==> src/rtl/battery_median_gauge_defines.svh <==
// ----------------------------------------------------------------------------
// battery_median_gauge_defines.svh
// Assertion macros used by the battery_median_gauge module.
// ----------------------------------------------------------------------------
`ifndef BATTERY_MEDIAN_GAUGE_DEFINES_SVH
`define BATTERY_MEDIAN_GAUGE_DEFINES_SVH

// check cons in the same cycle as ante
`define BMG_ASSERT_NOW(label, ante, cons, msg) \
	label: assert property (@(posedge clk) disable iff (!arst_n) (ante) |-> (cons)) \
		else $error(msg);

// check cons in the cycle after ante
`define BMG_ASSERT_NEXT(label, ante, cons, msg) \
	label: assert property (@(posedge clk) disable iff (!arst_n) (ante) |=> (cons)) \
		else $error(msg);

`endif

==> src/rtl/bmg_pkg.sv <==
// ----------------------------------------------------------------------------
// bmg_pkg
// Types and constants of the battery median gauge.
// ----------------------------------------------------------------------------
`default_nettype none

package bmg_pkg;

	localparam int SAMPLE_W = 12;
	localparam int LEVEL_W  = 7;
	localparam int QUOT_W   = 7;
	localparam int PROD_W   = 19;

	localparam logic [SAMPLE_W-1:0] LOW_RESET  = 12'd1800;
	localparam logic [SAMPLE_W-1:0] HIGH_RESET = 12'd2360;
	localparam logic [LEVEL_W-1:0]  LEVEL_FULL = 7'd100;
	localparam logic [LEVEL_W-1:0]  LEVEL_NONE = 7'd0;

	localparam logic CMD_SAMPLE = 1'b0;
	localparam logic CMD_READ   = 1'b1;

	localparam logic REG_LOW  = 1'b0;
	localparam logic REG_HIGH = 1'b1;

	typedef struct packed {
		logic                command;
		logic [SAMPLE_W-1:0] sample;
		logic                charging;
	} bmg_in_t;

	typedef struct packed {
		logic [LEVEL_W-1:0]  level_percent;
		logic                charge_flag;
		logic [SAMPLE_W-1:0] median_reading;
	} bmg_out_t;

	typedef struct packed {
		logic                start;
		logic [PROD_W-1:0]   dividend;
		logic [SAMPLE_W-1:0] divisor;
	} bmg_div_req_t;

	typedef struct packed {
		logic              done;
		logic [QUOT_W-1:0] quotient;
	} bmg_div_rsp_t;

endpackage

`default_nettype wire

==> src/rtl/bmg_window.sv <==
// ----------------------------------------------------------------------------
// bmg_window
// Sample window memory, one write and one registered read port per cycle.
// ----------------------------------------------------------------------------
`default_nettype none

module bmg_window
	import bmg_pkg::*;
#(
	parameter int WINDOW = 20,
	parameter int AW     = 5
) (
	input  wire logic                clk,
	input  wire logic                arst_n,
	input  wire logic                we,
	input  wire logic [AW-1:0]       waddr,
	input  wire logic [SAMPLE_W-1:0] wdata,
	input  wire logic [AW-1:0]       raddr,
	output      logic [SAMPLE_W-1:0] rdata
);

	logic [SAMPLE_W-1:0] mem [WINDOW];
	logic [WINDOW-1:0]   valid_q;
	logic [SAMPLE_W-1:0] rdata_q;
	logic                rvalid_q;

	always_ff @(posedge clk) begin
		if (we) begin
			mem[waddr] <= wdata;
		end
		rdata_q <= mem[raddr];
	end

	always_ff @(posedge clk or negedge arst_n) begin
		if (!arst_n) begin
			valid_q  <= '0;
			rvalid_q <= 1'b0;
		end else begin
			if (we) begin
				valid_q[waddr] <= 1'b1;
			end
			rvalid_q <= valid_q[raddr];
		end
	end

	// never-written slots read as zero
	assign rdata = rvalid_q ? rdata_q : '0;

endmodule

`default_nettype wire

==> src/rtl/bmg_divider.sv <==
// ----------------------------------------------------------------------------
// bmg_divider
// Restoring divider, one quotient bit per cycle, for quotients below 128.
// ----------------------------------------------------------------------------
`default_nettype none

module bmg_divider
	import bmg_pkg::*;
(
	input  wire logic         clk,
	input  wire logic         arst_n,
	input  wire bmg_div_req_t req,
	output      bmg_div_rsp_t rsp
);

	localparam int SW = $clog2(QUOT_W);
	localparam logic [SW-1:0] TOP_STEP = SW'(QUOT_W - 1);

	logic [PROD_W-1:0] rem_q;
	logic [QUOT_W-1:0] quot_q;
	logic [SW-1:0]     step_q;
	logic              busy_q;
	logic              done_q;
	logic [PROD_W-1:0] shifted;
	logic              fits;

	assign shifted = PROD_W'(req.divisor) << step_q;
	assign fits    = rem_q >= shifted;

	always_ff @(posedge clk) begin
		if (req.start) begin
			rem_q  <= req.dividend;
			quot_q <= '0;
		end else if (busy_q && fits) begin
			rem_q          <= rem_q - shifted;
			quot_q[step_q] <= 1'b1;
		end
	end

	always_ff @(posedge clk or negedge arst_n) begin
		if (!arst_n) begin
			busy_q <= 1'b0;
			done_q <= 1'b0;
			step_q <= '0;
		end else begin
			done_q <= 1'b0;
			if (req.start) begin
				busy_q <= 1'b1;
				step_q <= TOP_STEP;
			end else if (busy_q) begin
				if (step_q == '0) begin
					busy_q <= 1'b0;
					done_q <= 1'b1;
				end else begin
					step_q <= step_q - 1'b1;
				end
			end
		end
	end

	assign rsp.done     = done_q;
	assign rsp.quotient = quot_q;

endmodule

`default_nettype wire

==> src/rtl/battery_median_gauge.sv <==
// ----------------------------------------------------------------------------
// battery_median_gauge
// Battery level gauge: running upper median over a sample window, mapped
// linearly to 0..100 percent.
// ----------------------------------------------------------------------------
// A sample beat (command 0) writes the oldest window slot; the gauge is
// ready again on the next cycle. A read beat (command 1) walks the window
// by rank counting through the one read port of the window memory: up to
// WINDOW candidates are tried in turn, each fetched, latched and compared
// with every slot in a scan, then come the range checks, the bit-serial
// divider when the median lies strictly inside the range, and the load of
// the result into the output register. in_stall stays high until that load
// is done. A finished result waits in the output register while sample
// beats are still taken. Slots never written since reset count as zero
// readings.
`default_nettype none

`include "battery_median_gauge_defines.svh"

module battery_median_gauge
	import bmg_pkg::*;
#(
	parameter int WINDOW = 20
) (
	input  wire logic                clk,
	input  wire logic                arst_n,
	input  wire logic                cfg_we,
	input  wire logic                cfg_index,
	input  wire logic [SAMPLE_W-1:0] cfg_data,
	input  wire logic                in_valid,
	output      logic                in_stall,
	input  wire bmg_in_t             in_data,
	output      logic                out_valid,
	input  wire logic                out_stall,
	output      bmg_out_t            out_data
);

	localparam int AW = (WINDOW > 1) ? $clog2(WINDOW) : 1;
	localparam int CW = $clog2(WINDOW + 1);
	localparam logic [CW-1:0] RANK     = CW'(WINDOW / 2);
	localparam logic [CW-1:0] WIN_SIZE = CW'(WINDOW);
	localparam logic [AW-1:0] LAST     = AW'(WINDOW - 1);

	localparam logic [2:0] ST_IDLE  = 3'd0;
	localparam logic [2:0] ST_FETCH = 3'd1;
	localparam logic [2:0] ST_LATCH = 3'd2;
	localparam logic [2:0] ST_SCAN  = 3'd3;
	localparam logic [2:0] ST_CHECK = 3'd4;
	localparam logic [2:0] ST_MAP   = 3'd5;
	localparam logic [2:0] ST_DIV   = 3'd6;
	localparam logic [2:0] ST_OUT   = 3'd7;

	logic [2:0]          state_q;
	logic [SAMPLE_W-1:0] low_q;
	logic [SAMPLE_W-1:0] high_q;
	logic [AW-1:0]       slot_q;
	logic [AW-1:0]       cand_idx_q;
	logic [CW-1:0]       scan_q;
	logic                pend_q;
	logic [CW-1:0]       below_q;
	logic [CW-1:0]       at_below_q;
	logic [SAMPLE_W-1:0] cand_q;
	logic [SAMPLE_W-1:0] median_q;
	logic [LEVEL_W-1:0]  level_q;
	logic                chg_q;
	logic                out_valid_q;
	bmg_out_t            out_q;

	logic                in_accept;
	logic                win_we;
	logic [AW-1:0]       raddr;
	logic [SAMPLE_W-1:0] rdata;
	logic                issue;
	logic                found;
	logic                out_free;
	logic [SAMPLE_W-1:0] span;
	logic [SAMPLE_W-1:0] diff;
	bmg_div_req_t        div_req;
	bmg_div_rsp_t        div_rsp;

	assign in_stall  = state_q != ST_IDLE;
	assign in_accept = in_valid && !in_stall;
	assign win_we    = in_accept && in_data.command == CMD_SAMPLE;
	assign issue     = state_q == ST_SCAN && scan_q != WIN_SIZE;
	assign raddr     = (state_q == ST_FETCH) ? cand_idx_q : scan_q[AW-1:0];
	assign found     = below_q <= RANK && RANK < at_below_q;
	assign out_free  = !out_valid_q || !out_stall;
	assign span      = high_q - low_q;
	assign diff      = median_q - low_q;

	assign div_req.start    = state_q == ST_MAP && high_q > low_q &&
	                          median_q > low_q && median_q < high_q;
	assign div_req.dividend = PROD_W'(diff) * PROD_W'(LEVEL_FULL);
	assign div_req.divisor  = span;

	bmg_window #(
		.WINDOW (WINDOW),
		.AW     (AW)
	) u_window (
		.clk    (clk),
		.arst_n (arst_n),
		.we     (win_we),
		.waddr  (slot_q),
		.wdata  (in_data.sample),
		.raddr  (raddr),
		.rdata  (rdata)
	);

	bmg_divider u_divider (
		.clk    (clk),
		.arst_n (arst_n),
		.req    (div_req),
		.rsp    (div_rsp)
	);

	always_ff @(posedge clk or negedge arst_n) begin
		if (!arst_n) begin
			low_q  <= LOW_RESET;
			high_q <= HIGH_RESET;
		end else if (cfg_we) begin
			case (cfg_index)
				REG_LOW:  low_q  <= cfg_data;
				REG_HIGH: high_q <= cfg_data;
				default:  low_q  <= low_q;
			endcase
		end
	end

	always_ff @(posedge clk) begin
		if (in_accept) begin
			chg_q <= in_data.charging;
		end
		if (state_q == ST_LATCH) begin
			cand_q <= rdata;
		end
		if (state_q == ST_CHECK) begin
			median_q <= found ? cand_q : '0;
		end
		if (state_q == ST_MAP) begin
			if (high_q <= low_q) begin
				level_q <= (median_q < high_q) ? LEVEL_NONE : LEVEL_FULL;
			end else if (median_q <= low_q) begin
				level_q <= LEVEL_NONE;
			end else begin
				level_q <= LEVEL_FULL;
			end
		end
		if (state_q == ST_DIV && div_rsp.done) begin
			level_q <= LEVEL_W'(div_rsp.quotient);
		end
		if (state_q == ST_OUT && out_free) begin
			out_q.level_percent  <= level_q;
			out_q.charge_flag    <= chg_q;
			out_q.median_reading <= median_q;
		end
	end

	always_ff @(posedge clk or negedge arst_n) begin
		if (!arst_n) begin
			state_q     <= ST_IDLE;
			slot_q      <= '0;
			cand_idx_q  <= '0;
			scan_q      <= '0;
			pend_q      <= 1'b0;
			below_q     <= '0;
			at_below_q  <= '0;
			out_valid_q <= 1'b0;
		end else begin
			if (state_q == ST_OUT && out_free) begin
				out_valid_q <= 1'b1;
			end else if (!out_stall) begin
				out_valid_q <= 1'b0;
			end

			case (state_q)
				ST_IDLE: begin
					if (win_we) begin
						slot_q <= (slot_q == LAST) ? '0 : slot_q + 1'b1;
					end
					if (in_accept && in_data.command == CMD_READ) begin
						cand_idx_q <= '0;
						state_q    <= ST_FETCH;
					end
				end
				ST_FETCH: begin
					state_q <= ST_LATCH;
				end
				ST_LATCH: begin
					scan_q     <= '0;
					pend_q     <= 1'b0;
					below_q    <= '0;
					at_below_q <= '0;
					state_q    <= ST_SCAN;
				end
				ST_SCAN: begin
					pend_q <= issue;
					if (issue) begin
						scan_q <= scan_q + 1'b1;
					end
					if (pend_q) begin
						below_q    <= below_q + CW'(rdata < cand_q);
						at_below_q <= at_below_q + CW'(rdata <= cand_q);
						if (!issue) begin
							state_q <= ST_CHECK;
						end
					end
				end
				ST_CHECK: begin
					if (found || cand_idx_q == LAST) begin
						state_q <= ST_MAP;
					end else begin
						cand_idx_q <= cand_idx_q + 1'b1;
						state_q    <= ST_FETCH;
					end
				end
				ST_MAP: begin
					state_q <= div_req.start ? ST_DIV : ST_OUT;
				end
				ST_DIV: begin
					if (div_rsp.done) begin
						state_q <= ST_OUT;
					end
				end
				ST_OUT: begin
					if (out_free) begin
						state_q <= ST_IDLE;
					end
				end
				default: begin
					state_q <= ST_IDLE;
				end
			endcase
		end
	end

	assign out_valid = out_valid_q;
	assign out_data  = out_q;

	`BMG_ASSERT_NEXT(a_out_hold, state_q == ST_OUT && out_valid_q && out_stall, state_q == ST_OUT, "result overwrote a waiting beat")
	`BMG_ASSERT_NOW(a_div_owner, div_rsp.done, state_q == ST_DIV, "divider finished outside the divide step")
	`BMG_ASSERT_NOW(a_level_range, out_valid_q, out_q.level_percent <= LEVEL_FULL, "level above full scale")
	`BMG_ASSERT_NEXT(a_sample_idle, win_we, state_q == ST_IDLE && !out_valid_q == !$past(out_valid_q && out_stall), "sample beat disturbed the sequencer")

endmodule

`default_nettype wire

==> config.mk <==
export PLATFORM = sky130hd
export DESIGN_NAME = battery_median_gauge
export DESIGN_NICKNAME = d
export VERILOG_FILES = /design/src/rtl/bmg_pkg.sv /design/src/rtl/bmg_window.sv /design/src/rtl/bmg_divider.sv /design/src/rtl/battery_median_gauge.sv
export VERILOG_INCLUDE_DIRS = /design/src /design/src/rtl
export SDC_FILE = /design/constraint.sdc
export NUM_CORES = 1
export LEC_CHECK = 0
export BUFFER_PORTS_ARGS = -buffer_cell sky130_fd_sc_hd__buf_2
export CAP_MARGIN = 20
export CELL_PAD_IN_SITES_DETAIL_PLACEMENT = 0
export CELL_PAD_IN_SITES_GLOBAL_PLACEMENT = 1
export CORE_MARGIN = 3
export CORE_UTILIZATION = 47
export CTS_CLUSTER_SIZE = 10
export DETAILED_ROUTE_END_ITERATION = 6
export GPL_TIMING_DRIVEN = 0
export PLACE_DENSITY = 0.74
export SKIP_LAST_GASP = 1
export SLEW_MARGIN = 30
export SYNTH_ARGS = -nofsm -noshare
export SYNTH_HDL_FRONTEND = slang
export SYNTH_SLANG_ARGS = --single-unit
==> constraint.sdc <==
create_clock -name clk -period 4.7 [get_ports clk]
set_input_delay 0.94 -clock clk [delete_from_list [all_inputs] [get_ports clk]]
set_output_delay 0.94 -clock clk [all_outputs]
set_load 0.03 [all_outputs]
==> flow_metrics.py <==
metrics = {
    "worst_setup_path": {
        "critPathLaunchType": "flop",
        "critPathMaxFanout": 3,
        "reg2reg_slack_ns": -0.27,
        "critical-path-max-stage-delay_ns": 0.54,
        "cp_slowest_cell": "fa_1",
        "worstSetupPathType": "reg -> reg",
        "path_cells": "inv_1 -> ha_2 -> inv_2 -> fa_2 -> a21oi_4 -> o21bai_4 -> a221oi_4 -> xnor2_2 -> inv_1 -> ha_1 -> ha_1 -> inv_1 -> fa_1 -> inv_1 -> ha_1 -> a31oi_2 -> nor2b_1 -> o21a_1 -> o41a_1 -> xor2_2 -> a32o_1",
        "end_kind": "flop",
        "crit_path_frequent_cell": "inv_1",
        "worstPathArrival_ns": 5.29,
        "required_ns": 5.02,
    },
    "logic_synthesis": {
        "synthCells": 1521,
        "syn_area_per_cell_sq_um": 13.10,
        "synth-seq-cells": 410,
        "yosysWarnings": 0,
        "async_reset_ff_share_pct": 19.51,
        "ys_seq_area_share_pct": 58.78,
        "synth_top_flop_cell": "edfxtp_1",
        "syn_area_sq_um": 19930,
        "synth-edff-count": 309,
        "synth_cell_types": 74,
        "syn_nets": 1682,
    },
    "routing": {
        "vias": 12350,
        "routedWlPerCell_microns": 20.88,
        "dr.pass1.iters": 5,
        "postRouteAntennaNets": 0,
        "drt-initial-drc-count": 684,
        "viasPerCell": 5.562,
        "routed_wl_microns": 46370,
        "drc": 0,
    },
    "run_status": {
        "violations": "negative setup slack",
        "status": "complete, but fails checks",
    },
    "floorplan": {
        "die_h_microns": 211.9,
        "pin_count": 54,
        "core_area_sq_um": 41390,
        "rows": 74,
        "initial_utilization_pct": 48.14,
        "die_area_sq_um": 44900,
        "die_x_microns": 211.9,
    },
    "timing": {
        "period_needed_ns": 4.969,
        "finClkSkew_ns": 0.03848,
        "fin_ws_ns": -0.2686,
        "slew_headroom_pct": 39.04,
        "rsz0062_at_grt": "true",
        "worstMarginPinSlew_ns": 0.9134,
        "timing.fmax_mhz": 201.3,
        "slew_viol_final": 0,
        "hold_viol": 0,
        "finalSetupViolations": 3,
        "finalCritPeriodShare_pct": 105.7,
    },
    "run": {
        "maxCapViolCount": 0,
    },
    "power_and_ir_drop": {
        "power.density_nw_per_um2": 452.0,
        "vdd_drop_max_v": 0.0003842,
        "power.total_mw": 10.42,
        "p_leak_nw": 8.799,
    },
    "clock_network": {
        "clk_latency_ns": 0.60,
        "cts_tree": "yes",
        "cts_buffers": 48,
        "h-tree-depth": 2,
        "clock_sinks": 410,
        "clockBufferDepth": 3,
        "cts-root-buf": "clkbuf_16",
        "clk_pin_slew_ns": 0.05,
    },
    "cells_and_area": {
        "multi_input_area_sq_um": 8044,
        "antenna_cells": 0,
        "layout-drive-gt1-share_pct": 21.02,
        "fillers": 3437,
        "area_delta_synth_final_pct": 15.72,
        "final_common_cell": "edfxtp_1",
        "stdcell_area_sq_um": 23060,
        "ff_latch_area_sq_um": 11710,
        "finalNetCount": 1810,
        "layout_common_cells": "309 x edfxtp_1, 132 x nand2_1, 111 x ha_1",
    },
    "global_route": {
        "first_global_vias": 12890,
        "grt_overflow_total": 0,
        "grt_start_max_net_pins": 68,
        "antenna_found_initial": 0,
        "grt_use_total_pct": 21.16,
        "grt_pass1_wl_microns": 72480,
    },
    "placement": {
        "dp_hpwl_microns": 32460,
        "gp_congestion": 0.8359,
        "portBuffers": 53,
        "placed_area_sq_um": 21000,
    },
    "worst_hold_path": {
        "hold_path_class": "in -> async",
    },
}
-- layer usage --
layer / routed length [microns] / vias up / GRT usage, %
li1: - / 5898 / -
met1: 18780 / 6106 / 26.40
met2: 23830 / 260 / 37.12
met3: 1961 / 89 / 2.964
met4: 1797 / 0 / 8.822
met5: 0 / - / 0
-- worst max-delay path: cells and delay by family, from the launching register on --
| family | cells | cell delay, ns |
|---|---|---|
| AOI/OAI and AO/OA | 7 | 1.55 |
| DFF | 1 | 0.41 |
| and+or+nand+nor | 1 | 0.07 |
| xor gates and xnor gates | 2 | 0.35 |
| buffers and inverters | 5 | 0.33 |
| adders and majority gates | 6 | 1.99 |
-- cells in the mapped netlist, drive strengths merged (7+ instances only) --
library cell  count  area share, %
fa               10            1.0
or3               8           0.25
o21a              9           0.34
o21ai            63            1.6
buf              23           0.75
xnor2            25            1.1
o211ai            7           0.26
nand3            43            1.1
edfxtp          309             47
a211oi           10           0.40
nor2b            20           0.63
a21o             23           0.87
dfxtp            21            2.1
inv             109            2.1
a21oi            55            1.4
dfrtp            71            8.9
nor2             82            1.6
ha              119            7.5
mux2i            28            1.4
nand2b           16           0.50
o2111ai          12           0.53
a31oi            10           0.31
and2             21           0.66
nand4            15           0.47
nand2           133            2.5
nor3             18           0.45
dfstp             9            1.2
or2              22           0.69
mux4             53            6.0
o221ai           12           0.53
clkbuf           29           0.55
and3             16           0.50
xor2             32            1.4
o21bai            8           0.30
o22ai            10           0.31
mux2             21            1.2
-- power by group --
group / switching [mW] / internal (mW)
clock: 1.43 / 1.98
sequential: 0.0211 / 3.93
combinational: 1.73 / 1.33
-- kinds of logic (layout without fill, tap and decap cells) --
family	Yosys count	in the layout	synth area share, %
DFF	410	410	58.78
AOI/OAI and AO/OA	250	250	8.264
and+or+nand+nor	411	413	10.02
xor gates and xnor gates	57	57	2.506
muxes	102	102	8.584
adders and majority gates	129	129	8.477
buffers and inverters	162	328	3.372
-- registers in the layout, indices dropped and copies added, names as in the netlist, 5 cells and up --
signal            count
high_q               12
u_divider.rem_q      19
u_window.valid_q     20
slot_q                5
u_window.rdata_q     12
at_below_q            5
scan_q                5
median_q             12
below_q               5
level_q               7
cand_q               12
out_data             20
low_q                12
cand_idx_q            5
u_divider.quot_q      7
u_window.mem        240
-- final timing paths --
kind / depth (start not counted) / from / endpoint
max reg2reg: 21 / median_q[0] / u_divider.rem_q[18]
max in group asynchronous: 2 / arst_n / high_q[4]
min: 1 / arst_n / u_window.valid_q[11]
min in group clk: 0 / level_q[4] / out_data[17]
min reg2reg: 0 / level_q[4] / out_data[17]
max: 21 / median_q[0] / u_divider.rem_q[18]
-- metrics by stage --
step	hold WS, ns	utilization, %	setup WS (ns)	std cells	TNS, ns
finish	0.1684	55.71	-0.2686	2221	-0.2929
global route	0.1529	55.71	-0.4942	2221	-8.082
CTS	0.1443	55.12	-0.3731	2212	-0.9897
detailed placement	0.4084	50.75	-1.065	2109	-32.75
global placement	0.4035	50.42	-1.040	2106	-32.44
floorplan	0.4003	-	0.01052	1521	0
-- timing repair --
| item | in CTS | in global routing |
|---|---|---|
| resized for setup | 61 | 36 |
| endpoints found under the setup margin | 43 | 43 |
| cloned | 2 | 1 |
| hold buffers | 0 | 0 |
| pin swaps | 30 | 25 |
| buffers inserted | 11 | 8 |
-- layout make-up --
type                    count  share of cell area, %
multi-input cells         951                  34.89
clock buffers              85                  5.942
plain buffers              52                  1.194
inverters                 110                  1.791
flip-flops and latches    410                  50.80
clock inverters             5                 0.3093
well taps                 532                  2.887
repair buffers             76                  2.192
Note: power is estimated with default switching activity, not from simulation.
